==> config.mk <==
export PLATFORM = sky130hd
export DESIGN_NAME = sorted_timer_queue_unit_flat
export DESIGN_NICKNAME = d
export VERILOG_FILES = /design/src/hw/rtl/stq_pkg.sv /design/src/hw/rtl/stq_ifs.sv /design/src/hw/rtl/stq_alu.sv /design/src/hw/rtl/stq_slots.sv /design/src/hw/rtl/sorted_timer_queue_unit.sv /design/src/flat_wrapper.sv
export SDC_FILE = /design/constraint.sdc
export NUM_CORES = 2
export LEC_CHECK = 0
export ABC_AREA = 1
export ABC_CLOCK_PERIOD_IN_PS = 10600
export BUFFER_PORTS_ARGS = -buffer_cell sky130_fd_sc_hd__buf_2
export CORE_MARGIN = 3
export CORE_UTILIZATION = 60
export CTS_BUF_LIST = sky130_fd_sc_hd__clkbuf_8 sky130_fd_sc_hd__clkbuf_16
export DETAILED_ROUTE_END_ITERATION = 8
export GPL_ROUTABILITY_DRIVEN = 1
export HOLD_SLACK_MARGIN = 0.02
export PLACE_DENSITY = 0.76
export SYNTH_ARGS = -nofsm -noshare
export SYNTH_HDL_FRONTEND = slang
export SYNTH_SLANG_ARGS = --single-unit
==> constraint.sdc <==
create_clock -name clk -period 10.6 [get_ports clk]
set_clock_uncertainty 0.15 [all_clocks]
set_input_delay 2.65 -clock clk [delete_from_list [all_inputs] [get_ports clk]]
set_output_delay 2.65 -clock clk [all_outputs]
set_load 0.005 [all_outputs]
==> src/hw/rtl/stq_pkg.sv <==
// Shared types, codes and sizes for the sorted timer queue.
package stq_pkg;

  localparam int STQ_TIMER_SLOTS = 16;
  localparam int STQ_MAX_SLOTS   = 64;
  localparam int STQ_IDX_MAX_W   = $clog2(STQ_MAX_SLOTS);

  localparam int OPCODE_W   = 2;
  localparam int TIMER_ID_W = 4;
  localparam int DELAY_W    = 31;
  localparam int KIND_W     = 3;
  localparam int TIME_W     = 32;

  typedef enum logic [OPCODE_W-1:0] {
    OP_TICK   = 2'd0,
    OP_START  = 2'd1,
    OP_CANCEL = 2'd2,
    OP_TAKEN  = 2'd3
  } opcode_t;

  typedef enum logic [KIND_W-1:0] {
    KIND_ACCEPTED  = 3'd0,
    KIND_REJECTED  = 3'd1,
    KIND_FIRED     = 3'd2,
    KIND_CANCELLED = 3'd3,
    KIND_TICKDONE  = 3'd4,
    KIND_TAKEN     = 3'd5
  } kind_t;

  typedef struct packed {
    logic                     enq;
    logic                     deq;
    logic                     set_pend;
    logic                     clr_pend;
    logic [STQ_IDX_MAX_W-1:0] slot;
    logic [STQ_IDX_MAX_W-1:0] rank;
    logic [TIME_W-1:0]        deadline;
  } slot_cmd_t;

endpackage

==> src/hw/rtl/stq_ifs.sv <==
// Valid/ready channel interfaces for request and result items.
interface stq_req_if;
  import stq_pkg::*;
  logic                  valid;
  logic                  ready;
  logic [OPCODE_W-1:0]   opcode;
  logic [TIMER_ID_W-1:0] timer_id;
  logic [DELAY_W-1:0]    wait_ticks;

  modport source (output valid, output opcode, output timer_id, output wait_ticks,
                  input ready);
  modport sink (input valid, input opcode, input timer_id, input wait_ticks,
                output ready);
endinterface

interface stq_rsp_if;
  import stq_pkg::*;
  logic                  valid;
  logic                  ready;
  logic [KIND_W-1:0]     kind;
  logic [TIMER_ID_W-1:0] timer_id_res;
  logic [TIME_W-1:0]     now_ms;
  logic                  last;

  modport source (output valid, output kind, output timer_id_res, output now_ms, output last,
                  input ready);
  modport sink (input valid, input kind, input timer_id_res, input now_ms, input last,
                output ready);
endinterface

==> src/hw/rtl/stq_alu.sv <==
// Shared 32-bit add/subtract unit with wrap-aware compare flags.
module stq_alu (
  input  logic [stq_pkg::TIME_W-1:0] a,
  input  logic [stq_pkg::TIME_W-1:0] b,
  input  logic                       sub,
  output logic [stq_pkg::TIME_W-1:0] sum,
  output logic                       zero,
  output logic                       later
);
  import stq_pkg::*;

  assign sum   = sub ? (a - b) : (a + b);
  assign zero  = (sum == '0);
  assign later = !zero && !sum[TIME_W-1];

endmodule

==> src/hw/rtl/stq_slots.sv <==
// Timer slot state: busy and pending flags, queue ranks and the deadline memory.
module stq_slots #(
  parameter int TIMER_SLOTS = stq_pkg::STQ_TIMER_SLOTS
) (
  input  logic                           clk,
  input  logic                           rst,
  input  stq_pkg::slot_cmd_t             cmd,
  input  logic [$clog2(TIMER_SLOTS)-1:0] look_idx,
  input  logic [$clog2(TIMER_SLOTS)-1:0] rd_addr,
  output logic [stq_pkg::TIME_W-1:0]     rd_data,
  output logic                           look_busy,
  output logic                           look_pend,
  output logic [$clog2(TIMER_SLOTS)-1:0] look_rank,
  output logic [$clog2(TIMER_SLOTS)-1:0] head_idx,
  output logic                           head_found,
  output logic [$clog2(TIMER_SLOTS+1)-1:0] armed,
  output logic [TIMER_SLOTS-1:0]         busy_vec,
  output logic [TIMER_SLOTS-1:0]         pend_vec
);
  import stq_pkg::*;

  localparam int IW = $clog2(TIMER_SLOTS);

  logic [TIMER_SLOTS-1:0] busy;
  logic [TIMER_SLOTS-1:0] pend;
  logic [IW-1:0]          rank [TIMER_SLOTS];
  logic [TIME_W-1:0]      mem  [TIMER_SLOTS];
  logic [IW-1:0]          cmd_slot;
  logic [IW-1:0]          cmd_rank;

  assign cmd_slot = IW'(cmd.slot);
  assign cmd_rank = IW'(cmd.rank);

  always_ff @(posedge clk) begin
    if (rst) begin
      busy  <= '0;
      pend  <= '0;
      armed <= '0;
    end else begin
      for (int s = 0; s < TIMER_SLOTS; s++) begin
        if (IW'(s) == cmd_slot) begin
          if (cmd.enq) begin
            busy[s] <= 1'b1;
          end
          if (cmd.deq) begin
            busy[s] <= 1'b0;
          end
          if (cmd.set_pend) begin
            pend[s] <= 1'b1;
          end
          if (cmd.clr_pend) begin
            pend[s] <= 1'b0;
          end
        end
      end
      if (cmd.enq) begin
        armed <= armed + 1'b1;
      end else if (cmd.deq && armed != '0) begin
        armed <= armed - 1'b1;
      end
    end
  end

  always_ff @(posedge clk) begin
    for (int s = 0; s < TIMER_SLOTS; s++) begin
      if (cmd.enq) begin
        if (IW'(s) == cmd_slot) begin
          rank[s] <= cmd_rank;
        end else if (busy[s] && rank[s] >= cmd_rank) begin
          rank[s] <= IW'(rank[s] + 1'b1);
        end
      end else if (cmd.deq && busy[s] && IW'(s) != cmd_slot && rank[s] > cmd_rank) begin
        rank[s] <= IW'(rank[s] - 1'b1);
      end
    end
  end

  always_ff @(posedge clk) begin
    if (cmd.enq) begin
      mem[cmd_slot] <= cmd.deadline;
    end
    rd_data <= mem[rd_addr];
  end

  // The queue head is the one busy slot that holds rank zero.
  always_comb begin
    head_idx   = '0;
    head_found = 1'b0;
    for (int s = 0; s < TIMER_SLOTS; s++) begin
      if (busy[s] && rank[s] == '0) begin
        head_idx   = head_idx | IW'(s);
        head_found = 1'b1;
      end
    end
  end

  assign look_busy = busy[look_idx];
  assign look_pend = pend[look_idx];
  assign look_rank = rank[look_idx];
  assign busy_vec  = busy;
  assign pend_vec  = pend;

endmodule

==> src/hw/rtl/sorted_timer_queue_unit.sv <==
// Top level of the sorted timer queue: sequencer, shared unit and result register.
//
//   channel | role   | payload
//   --------+--------+------------------------------------------
//   req     | sink   | opcode, timer_id, wait_ticks
//   rsp     | source | kind, timer_id_res, now_ms, last
//
// A start that queues a timer runs a deadline scan through the shared
// subtractor, one slot per cycle, before it inserts the timer.
// A tick advances the time, then checks the queue head again after each
// fired timer; a zero-delay start emits its acceptance and then its expiry.
// Synchronous reset clears the counter, the slot flags and the queue.
// Each result waits in the output register until taken; a stalled result
// holds the sequencer, and req is ready only between items.
module sorted_timer_queue_unit #(
  parameter int TIMER_SLOTS = stq_pkg::STQ_TIMER_SLOTS
) (
  input logic        clk,
  input logic        rst,
  stq_req_if.sink    req,
  stq_rsp_if.source  rsp
);
  import stq_pkg::*;

  localparam int IW = $clog2(TIMER_SLOTS);
  localparam int AW = $clog2(TIMER_SLOTS + 1);

  typedef enum logic [9:0] {
    S_IDLE     = 10'b0000000001,
    S_EXEC     = 10'b0000000010,
    S_FIRE     = 10'b0000000100,
    S_ADD      = 10'b0000001000,
    S_SCAN     = 10'b0000010000,
    S_SCAN_END = 10'b0000100000,
    S_INSERT   = 10'b0001000000,
    S_HEAD     = 10'b0010000000,
    S_HEAD_CMP = 10'b0100000000,
    S_EMIT     = 10'b1000000000
  } state_t;

  state_t                state;
  state_t                em_ret;
  logic [OPCODE_W-1:0]   op;
  logic [TIMER_ID_W-1:0] id;
  logic [DELAY_W-1:0]    delay;
  logic [TIME_W-1:0]     dl;
  logic [TIME_W-1:0]     now;
  logic [IW-1:0]         pos;
  logic [IW-1:0]         scan_idx;
  logic [IW-1:0]         cmp_idx;
  logic                  cmp_vld;
  logic                  head_ok;
  kind_t                 em_kind;
  logic [TIMER_ID_W-1:0] em_id;
  logic                  em_last;
  logic                  out_valid;
  kind_t                 out_kind;
  logic [TIMER_ID_W-1:0] out_id;
  logic [TIME_W-1:0]     out_now;
  logic                  out_last;

  slot_cmd_t             cmd;
  logic [IW-1:0]         id_slot;
  logic                  id_ok;
  logic [IW-1:0]         look_idx;
  logic [IW-1:0]         rd_addr;
  logic [TIME_W-1:0]     rd_data;
  logic                  look_busy;
  logic                  look_pend;
  logic [IW-1:0]         look_rank;
  logic [IW-1:0]         head_idx;
  logic                  head_found;
  logic [AW-1:0]         armed;
  logic [TIMER_SLOTS-1:0] busy_vec;
  logic [TIMER_SLOTS-1:0] pend_vec;
  logic [TIME_W-1:0]     alu_a;
  logic [TIME_W-1:0]     alu_b;
  logic                  alu_sub;
  logic [TIME_W-1:0]     alu_sum;
  logic                  alu_zero;
  logic                  alu_later;
  logic                  later_hit;

  stq_slots #(.TIMER_SLOTS(TIMER_SLOTS)) u_slots (
    .clk        (clk),
    .rst        (rst),
    .cmd        (cmd),
    .look_idx   (look_idx),
    .rd_addr    (rd_addr),
    .rd_data    (rd_data),
    .look_busy  (look_busy),
    .look_pend  (look_pend),
    .look_rank  (look_rank),
    .head_idx   (head_idx),
    .head_found (head_found),
    .armed      (armed),
    .busy_vec   (busy_vec),
    .pend_vec   (pend_vec)
  );

  stq_alu u_alu (
    .a     (alu_a),
    .b     (alu_b),
    .sub   (alu_sub),
    .sum   (alu_sum),
    .zero  (alu_zero),
    .later (alu_later)
  );

  assign id_slot  = IW'(id);
  assign id_ok    = (int'(id) < TIMER_SLOTS);
  assign look_idx = (state == S_SCAN || state == S_SCAN_END) ? cmp_idx : id_slot;
  assign rd_addr  = (state == S_HEAD) ? head_idx : scan_idx;

  // A queued timer that expires later than the new deadline marks the insert position.
  assign later_hit = cmp_vld && look_busy && alu_later && (look_rank < pos);

  always_comb begin
    case (state)
      S_EXEC: begin
        alu_a   = now;
        alu_b   = TIME_W'(1);
        alu_sub = 1'b0;
      end
      S_ADD: begin
        alu_a   = now;
        alu_b   = {1'b0, delay};
        alu_sub = 1'b0;
      end
      S_HEAD_CMP: begin
        alu_a   = rd_data;
        alu_b   = now;
        alu_sub = 1'b1;
      end
      default: begin
        alu_a   = rd_data;
        alu_b   = dl;
        alu_sub = 1'b1;
      end
    endcase
  end

  always_comb begin
    cmd = '0;
    case (state)
      S_EXEC: begin
        cmd.slot = STQ_IDX_MAX_W'(id_slot);
        cmd.rank = STQ_IDX_MAX_W'(look_rank);
        if (op != OP_TICK && id_ok) begin
          case (op)
            OP_START: begin
              cmd.set_pend = !look_busy && !look_pend && delay == '0;
            end
            OP_CANCEL: begin
              cmd.deq      = look_busy;
              cmd.clr_pend = !look_busy;
            end
            default: begin
              cmd.clr_pend = 1'b1;
            end
          endcase
        end
      end
      S_INSERT: begin
        cmd.enq      = 1'b1;
        cmd.slot     = STQ_IDX_MAX_W'(id_slot);
        cmd.rank     = STQ_IDX_MAX_W'(pos);
        cmd.deadline = dl;
      end
      S_HEAD_CMP: begin
        cmd.deq      = head_ok && alu_zero;
        cmd.set_pend = head_ok && alu_zero;
        cmd.slot     = STQ_IDX_MAX_W'(head_idx);
      end
      default: begin
        cmd = '0;
      end
    endcase
  end

  always_ff @(posedge clk) begin
    if (rst) begin
      state     <= S_IDLE;
      out_valid <= 1'b0;
      now       <= '0;
      cmp_vld   <= 1'b0;
    end else begin
      if (rsp.valid && rsp.ready && state != S_EMIT) begin
        out_valid <= 1'b0;
      end
      case (state)
        S_IDLE: begin
          if (req.valid) begin
            op    <= req.opcode;
            id    <= req.timer_id;
            delay <= req.wait_ticks;
            state <= S_EXEC;
          end
        end
        S_EXEC: begin
          em_id <= id;
          if (op == OP_TICK) begin
            now   <= alu_sum;
            state <= S_HEAD;
          end else if (!id_ok) begin
            em_kind <= KIND_REJECTED;
            em_last <= 1'b1;
            state   <= S_EMIT;
          end else begin
            case (op)
              OP_START: begin
                if (look_busy || look_pend) begin
                  em_kind <= KIND_REJECTED;
                  em_last <= 1'b1;
                  state   <= S_EMIT;
                end else if (delay == '0) begin
                  em_kind <= KIND_ACCEPTED;
                  em_last <= 1'b0;
                  em_ret  <= S_FIRE;
                  state   <= S_EMIT;
                end else begin
                  state <= S_ADD;
                end
              end
              OP_CANCEL: begin
                em_kind <= KIND_CANCELLED;
                em_last <= 1'b1;
                state   <= S_EMIT;
              end
              default: begin
                em_kind <= KIND_TAKEN;
                em_last <= 1'b1;
                state   <= S_EMIT;
              end
            endcase
          end
        end
        S_FIRE: begin
          em_kind <= KIND_FIRED;
          em_id   <= id;
          em_last <= 1'b1;
          state   <= S_EMIT;
        end
        S_ADD: begin
          dl       <= alu_sum;
          pos      <= IW'(armed);
          scan_idx <= '0;
          cmp_vld  <= 1'b0;
          state    <= S_SCAN;
        end
        S_SCAN: begin
          cmp_vld  <= 1'b1;
          cmp_idx  <= scan_idx;
          scan_idx <= IW'(scan_idx + 1'b1);
          if (later_hit) begin
            pos <= look_rank;
          end
          if (scan_idx == IW'(TIMER_SLOTS - 1)) begin
            state <= S_SCAN_END;
          end
        end
        S_SCAN_END: begin
          if (later_hit) begin
            pos <= look_rank;
          end
          cmp_vld <= 1'b0;
          state   <= S_INSERT;
        end
        S_INSERT: begin
          em_kind <= KIND_ACCEPTED;
          em_id   <= id;
          em_last <= 1'b1;
          state   <= S_EMIT;
        end
        S_HEAD: begin
          head_ok <= head_found;
          state   <= S_HEAD_CMP;
        end
        S_HEAD_CMP: begin
          state <= S_EMIT;
          if (head_ok && alu_zero) begin
            em_kind <= KIND_FIRED;
            em_id   <= TIMER_ID_W'(head_idx);
            em_last <= 1'b0;
            em_ret  <= S_HEAD;
          end else begin
            em_kind <= KIND_TICKDONE;
            em_id   <= '0;
            em_last <= 1'b1;
          end
        end
        S_EMIT: begin
          if (!out_valid || rsp.ready) begin
            out_valid <= 1'b1;
            out_kind  <= em_kind;
            out_id    <= em_id;
            out_now   <= now;
            out_last  <= em_last;
            state     <= em_last ? S_IDLE : em_ret;
          end
        end
        default: begin
          state <= S_IDLE;
        end
      endcase
    end
  end

  assign req.ready        = (state == S_IDLE);
  assign rsp.valid        = out_valid;
  assign rsp.kind         = out_kind;
  assign rsp.timer_id_res = out_id;
  assign rsp.now_ms       = out_now;
  assign rsp.last         = out_last;

`ifndef NO_ASSERTIONS
  a_busy_not_pending: assert property (@(posedge clk) disable iff (rst)
    (busy_vec & pend_vec) == '0)
    else $error("A timer slot is both queued and pending.");

  a_armed_matches_busy: assert property (@(posedge clk) disable iff (rst)
    $countones(busy_vec) == int'(armed))
    else $error("Queued timer count disagrees with busy flags.");

  a_head_needs_armed: assert property (@(posedge clk) disable iff (rst)
    (armed == '0) |-> !head_found)
    else $error("Queue head found while no timer is queued.");
`endif

endmodule

==> src/flat_wrapper.sv <==
// flat-port wrapper written by rule: the top's interface ports become plain ports
module sorted_timer_queue_unit_flat import stq_pkg::*;
#(
  parameter int TIMER_SLOTS = stq_pkg::STQ_TIMER_SLOTS
)
  (clk, rst, req_valid, req_opcode, req_timer_id, req_wait_ticks, req_ready, rsp_valid, rsp_kind, rsp_timer_id_res, rsp_now_ms, rsp_last, rsp_ready);
  stq_req_if req_i ();
  stq_rsp_if rsp_i ();
  input logic clk;
  input logic rst;
  input wire logic [$bits(req_i.valid)-1:0] req_valid;
  input wire logic [$bits(req_i.opcode)-1:0] req_opcode;
  input wire logic [$bits(req_i.timer_id)-1:0] req_timer_id;
  input wire logic [$bits(req_i.wait_ticks)-1:0] req_wait_ticks;
  output wire logic [$bits(req_i.ready)-1:0] req_ready;
  output wire logic [$bits(rsp_i.valid)-1:0] rsp_valid;
  output wire logic [$bits(rsp_i.kind)-1:0] rsp_kind;
  output wire logic [$bits(rsp_i.timer_id_res)-1:0] rsp_timer_id_res;
  output wire logic [$bits(rsp_i.now_ms)-1:0] rsp_now_ms;
  output wire logic [$bits(rsp_i.last)-1:0] rsp_last;
  input wire logic [$bits(rsp_i.ready)-1:0] rsp_ready;
  assign req_i.valid = req_valid;
  assign req_i.opcode = req_opcode;
  assign req_i.timer_id = req_timer_id;
  assign req_i.wait_ticks = req_wait_ticks;
  assign req_ready = req_i.ready;
  assign rsp_valid = rsp_i.valid;
  assign rsp_kind = rsp_i.kind;
  assign rsp_timer_id_res = rsp_i.timer_id_res;
  assign rsp_now_ms = rsp_i.now_ms;
  assign rsp_last = rsp_i.last;
  assign rsp_i.ready = rsp_ready;
  sorted_timer_queue_unit #(.TIMER_SLOTS(TIMER_SLOTS)) u_core (.clk(clk), .rst(rst), .req(req_i), .rsp(rsp_i));
endmodule
==> out/metrics.yaml <==
status: "finished clean"
synth_edf_count: 708
htreeDepth: 3
arrival_ns: 9.21
hold_viol: 0
die_h_um: 270
clockPowerShare_pct: 37.5
cp_common_cell: "nand2_1"
placed_cells: 5177
core-area_sq_um: 68700
hold_class: "flop to flop"
grt_pass1_wl_mm: 169
final_cell_mix: "805 x nand2_1, 708 x edfxtp_1, 686 x inv_1, 352 x nand3_1, 308 x o211ai_1"
crit_family: "simple AND/OR/NAND/NOR gates"
p_leak_nw: 19.7
max_slew_margin_pct: 10.6
fillCellCount: 5315
viasPerCell: 5.86
seqPwrFrac_pct: 46.0
track_usage_pct: 29.9
postLayoutCellArea_sq_um: 45700
startpoint_type: "flop"
synthDistinctLibCells: 54
dr.pass1.iters: 6
yosysWarnings: 0
totalWireLength_mm: 110
cts_root_buf: "clkbuf_16"
io_pins: 83
switching_share_pct: 28.2
grt_pass1_vias: 29900
routedWlPerCell_um: 20.7
grt_max_degree: 290
yosysTopAreaCellShare_pct: 51.0
syn-cell-area_sq_um: 41700
place_area_sq_um: 43000
syn_avg_cell_area_sq_um: 9.67
initial_core_util_pct: 60.7
pwr_density_cell_nw_per_um2: 171
place_ws_ns: 1.94
cts_sinks: 821
max_stage_delay_ns: 0.65
yosysTopAreaCell: "edfxtp_1"
post-route-drc-count: 0
drtAntennaViolNets: 0
cts_setup_buffers: 0
cp.required_ns: 10.86
layout-drive-gt1-share_pct: 7.91
antenna_found_initial: 0
fin_nets: 4529
ys_seq_area_share_pct: 56.4
final.setup.worst_slack_ns: 1.65
place.gp.congestion: 0.966
cts.repair.resized: 0
dr_total_vias: 31300
insertedDiodeCount: 0
setup_viol: 0
numCtsBuffers: 84
worstSkewPairLatency_ns: 0.67
critical_path_class: "flop to flop"
min_period_over_period_pct: 84.5
ctsHoldBuffers: 0
tns_ns: 0
p_sw_mw: 2.21
drt_iter0_markers: 3050
critical_path_buf_inv_count: 5
comb_power_share_pct: 16.5
rows: 96
max_freq_ghz: 0.112
instances_no_fill: 5333
intPower_mw: 5.61
hpwlAfterDp_mm: 68.7
synth_seq_cells: 821
clk_pin_slew_ns: 0.06
die_w_um: 270
ys_top_cells_by_area: "edfxtp_1 51%, nand2_1 7.3%, inv_1 6.0%"
syn2layout_area_growth_pct: 9.72
path_max_fanout: 35
synthArstFlopShare_pct: 0
critPathSlowestCell: "nand2_1"
period_needed_ns: 8.95
ir_drop_mv: 0.137
portBuffers: 82
synthFlopType: "edfxtp_1"
tightest_slew_ns: 1.34
endpoint_kind: "flop"
layout_commonest_cell: "nand2_1"
slew_viol_final: 0
clockBufferDepth: 3
max-cap-violations: 0
rsz0062_at_grt: "no"
die-area_sq_um: 72700
synth.net_count: 4510
syn-instance-count: 4313
cts_tree: "done"
grt.overflow.total: 0
[per-stage QoR]
stage / power [mW] / utilization (%) / hold slack, ns
after floorplan: 4.56 / - / 0.250
after global placement: 4.91 / 62.5 / 0.254
after detailed placement: 4.92 / 62.5 / 0.257
after CTS: 7.82 / 66.6 / 0.270
after global routing: 8.12 / 66.6 / 0.268
final: 7.82 / 66.6 / 0.268
[sequential cells by signal, indices dropped and copies added (netlist names), 16 cells and up]
signal / count
u_core.rsp.now_ms: 32
u_core.u_slots.busy_vec: 16
u_core.u_slots.mem: 512
u_core.u_slots.rank: 64
u_core.dl: 32
u_core.u_slots.pend_vec: 16
u_core.now: 32
u_core.delay: 31
u_core.u_slots.rd_data: 32
[cell usage after synthesis, types with 3 or more instances]
cell type,instances
buf_2,21
mux2i_1,4
a211oi_1,4
nor2_1,226
buf_1,17
nand2_4,11
xnor2_1,31
a21o_1,8
fa_1,3
nor2_4,4
inv_2,7
ha_1,153
inv_1,661
a31oi_1,6
or2_2,18
nand3_2,3
buf_6,7
nand2_1,806
nor4_1,30
a21oi_1,154
o211ai_1,308
clkbuf_1,137
dfxtp_1,113
nor3_1,45
o211a_1,10
o21ai_0,202
edfxtp_1,708
o21bai_1,10
o22ai_1,7
nand3_1,353
nand4_1,79
buf_4,9
o21ai_1,24
xor2_1,80
nor2_2,7
o221ai_1,8
nand2_2,16
[layer usage]
layer | vias to the layer above | GRT usage, % | share of wire (%)
met5 | - | 0 | 0
met4 | 0 | 14.3 | 5.2
met3 | 302 | 3.75 | 7.1
met2 | 1307 | 50.7 | 48
met1 | 14800 | 38.5 | 39
li1 | 14900 | - | -
[power groups by stage]
stage,clock [mW],sequential [mW],combinational (mW)
5_1_grt,3.10,3.60,1.43
3_5_place_dp,0,3.66,1.25
6_report,2.93,3.60,1.29
4_1_cts,2.96,3.60,1.27
3_3_place_gp,0,3.66,1.25
2_1_floorplan,0,3.65,0.918
[kinds of logic (layout without fill, tap and decap cells)]
logic type | Yosys count | count (layout) | synth area share, %
AND/OR/NAND/NOR | 1605 | 1605 | 16.9
buffers and inverters | 860 | 949 | 8.05
flip-flops | 821 | 821 | 56.4
AO/OA/AOI/OAI | 756 | 756 | 11.4
adder cells (fa/ha/maj) | 156 | 156 | 4.74
XOR/XNOR | 111 | 111 | 2.33
multiplexers | 4 | 4 | 0.0960
[worst paths after layout]
| check | from | end | slack [ns] | cells after the start |
|---|---|---|---|---|
| setup / recovery | u_core.state[9]$_SDFFE_PP0P_ | u_core.u_slots.rank[8][3]$_DFFE_PP_ | 1.65 | 39 |
| setup reg to reg | u_core.state[9]$_SDFFE_PP0P_ | u_core.u_slots.rank[8][3]$_DFFE_PP_ | 1.65 | 39 |
| hold / removal | u_core.em_id[1]$_DFFE_PP_ | u_core.rsp.timer_id_res[1]$_DFFE_PP_ | 0.27 | 0 |
| hold reg to reg | u_core.em_id[1]$_DFFE_PP_ | u_core.rsp.timer_id_res[1]$_DFFE_PP_ | 0.27 | 0 |
[cell type report]
| class | count | area, sq um | area share (%) |
|---|---|---|---|
| Clock buffer | 96 | 2270 | 4.96 |
| Clock inverter | 60 | 510 | 1.12 |
| Inverter | 668 | 2510 | 5.50 |
| Multi-Input combinational cell | 2632 | 15000 | 32.8 |
| Sequential cell | 821 | 23500 | 51.4 |
| Tap cell | 931 | 1160 | 2.55 |
| Timing Repair Buffer | 125 | 746 | 1.63 |
Note: power is estimated with default switching activity, not from simulation.
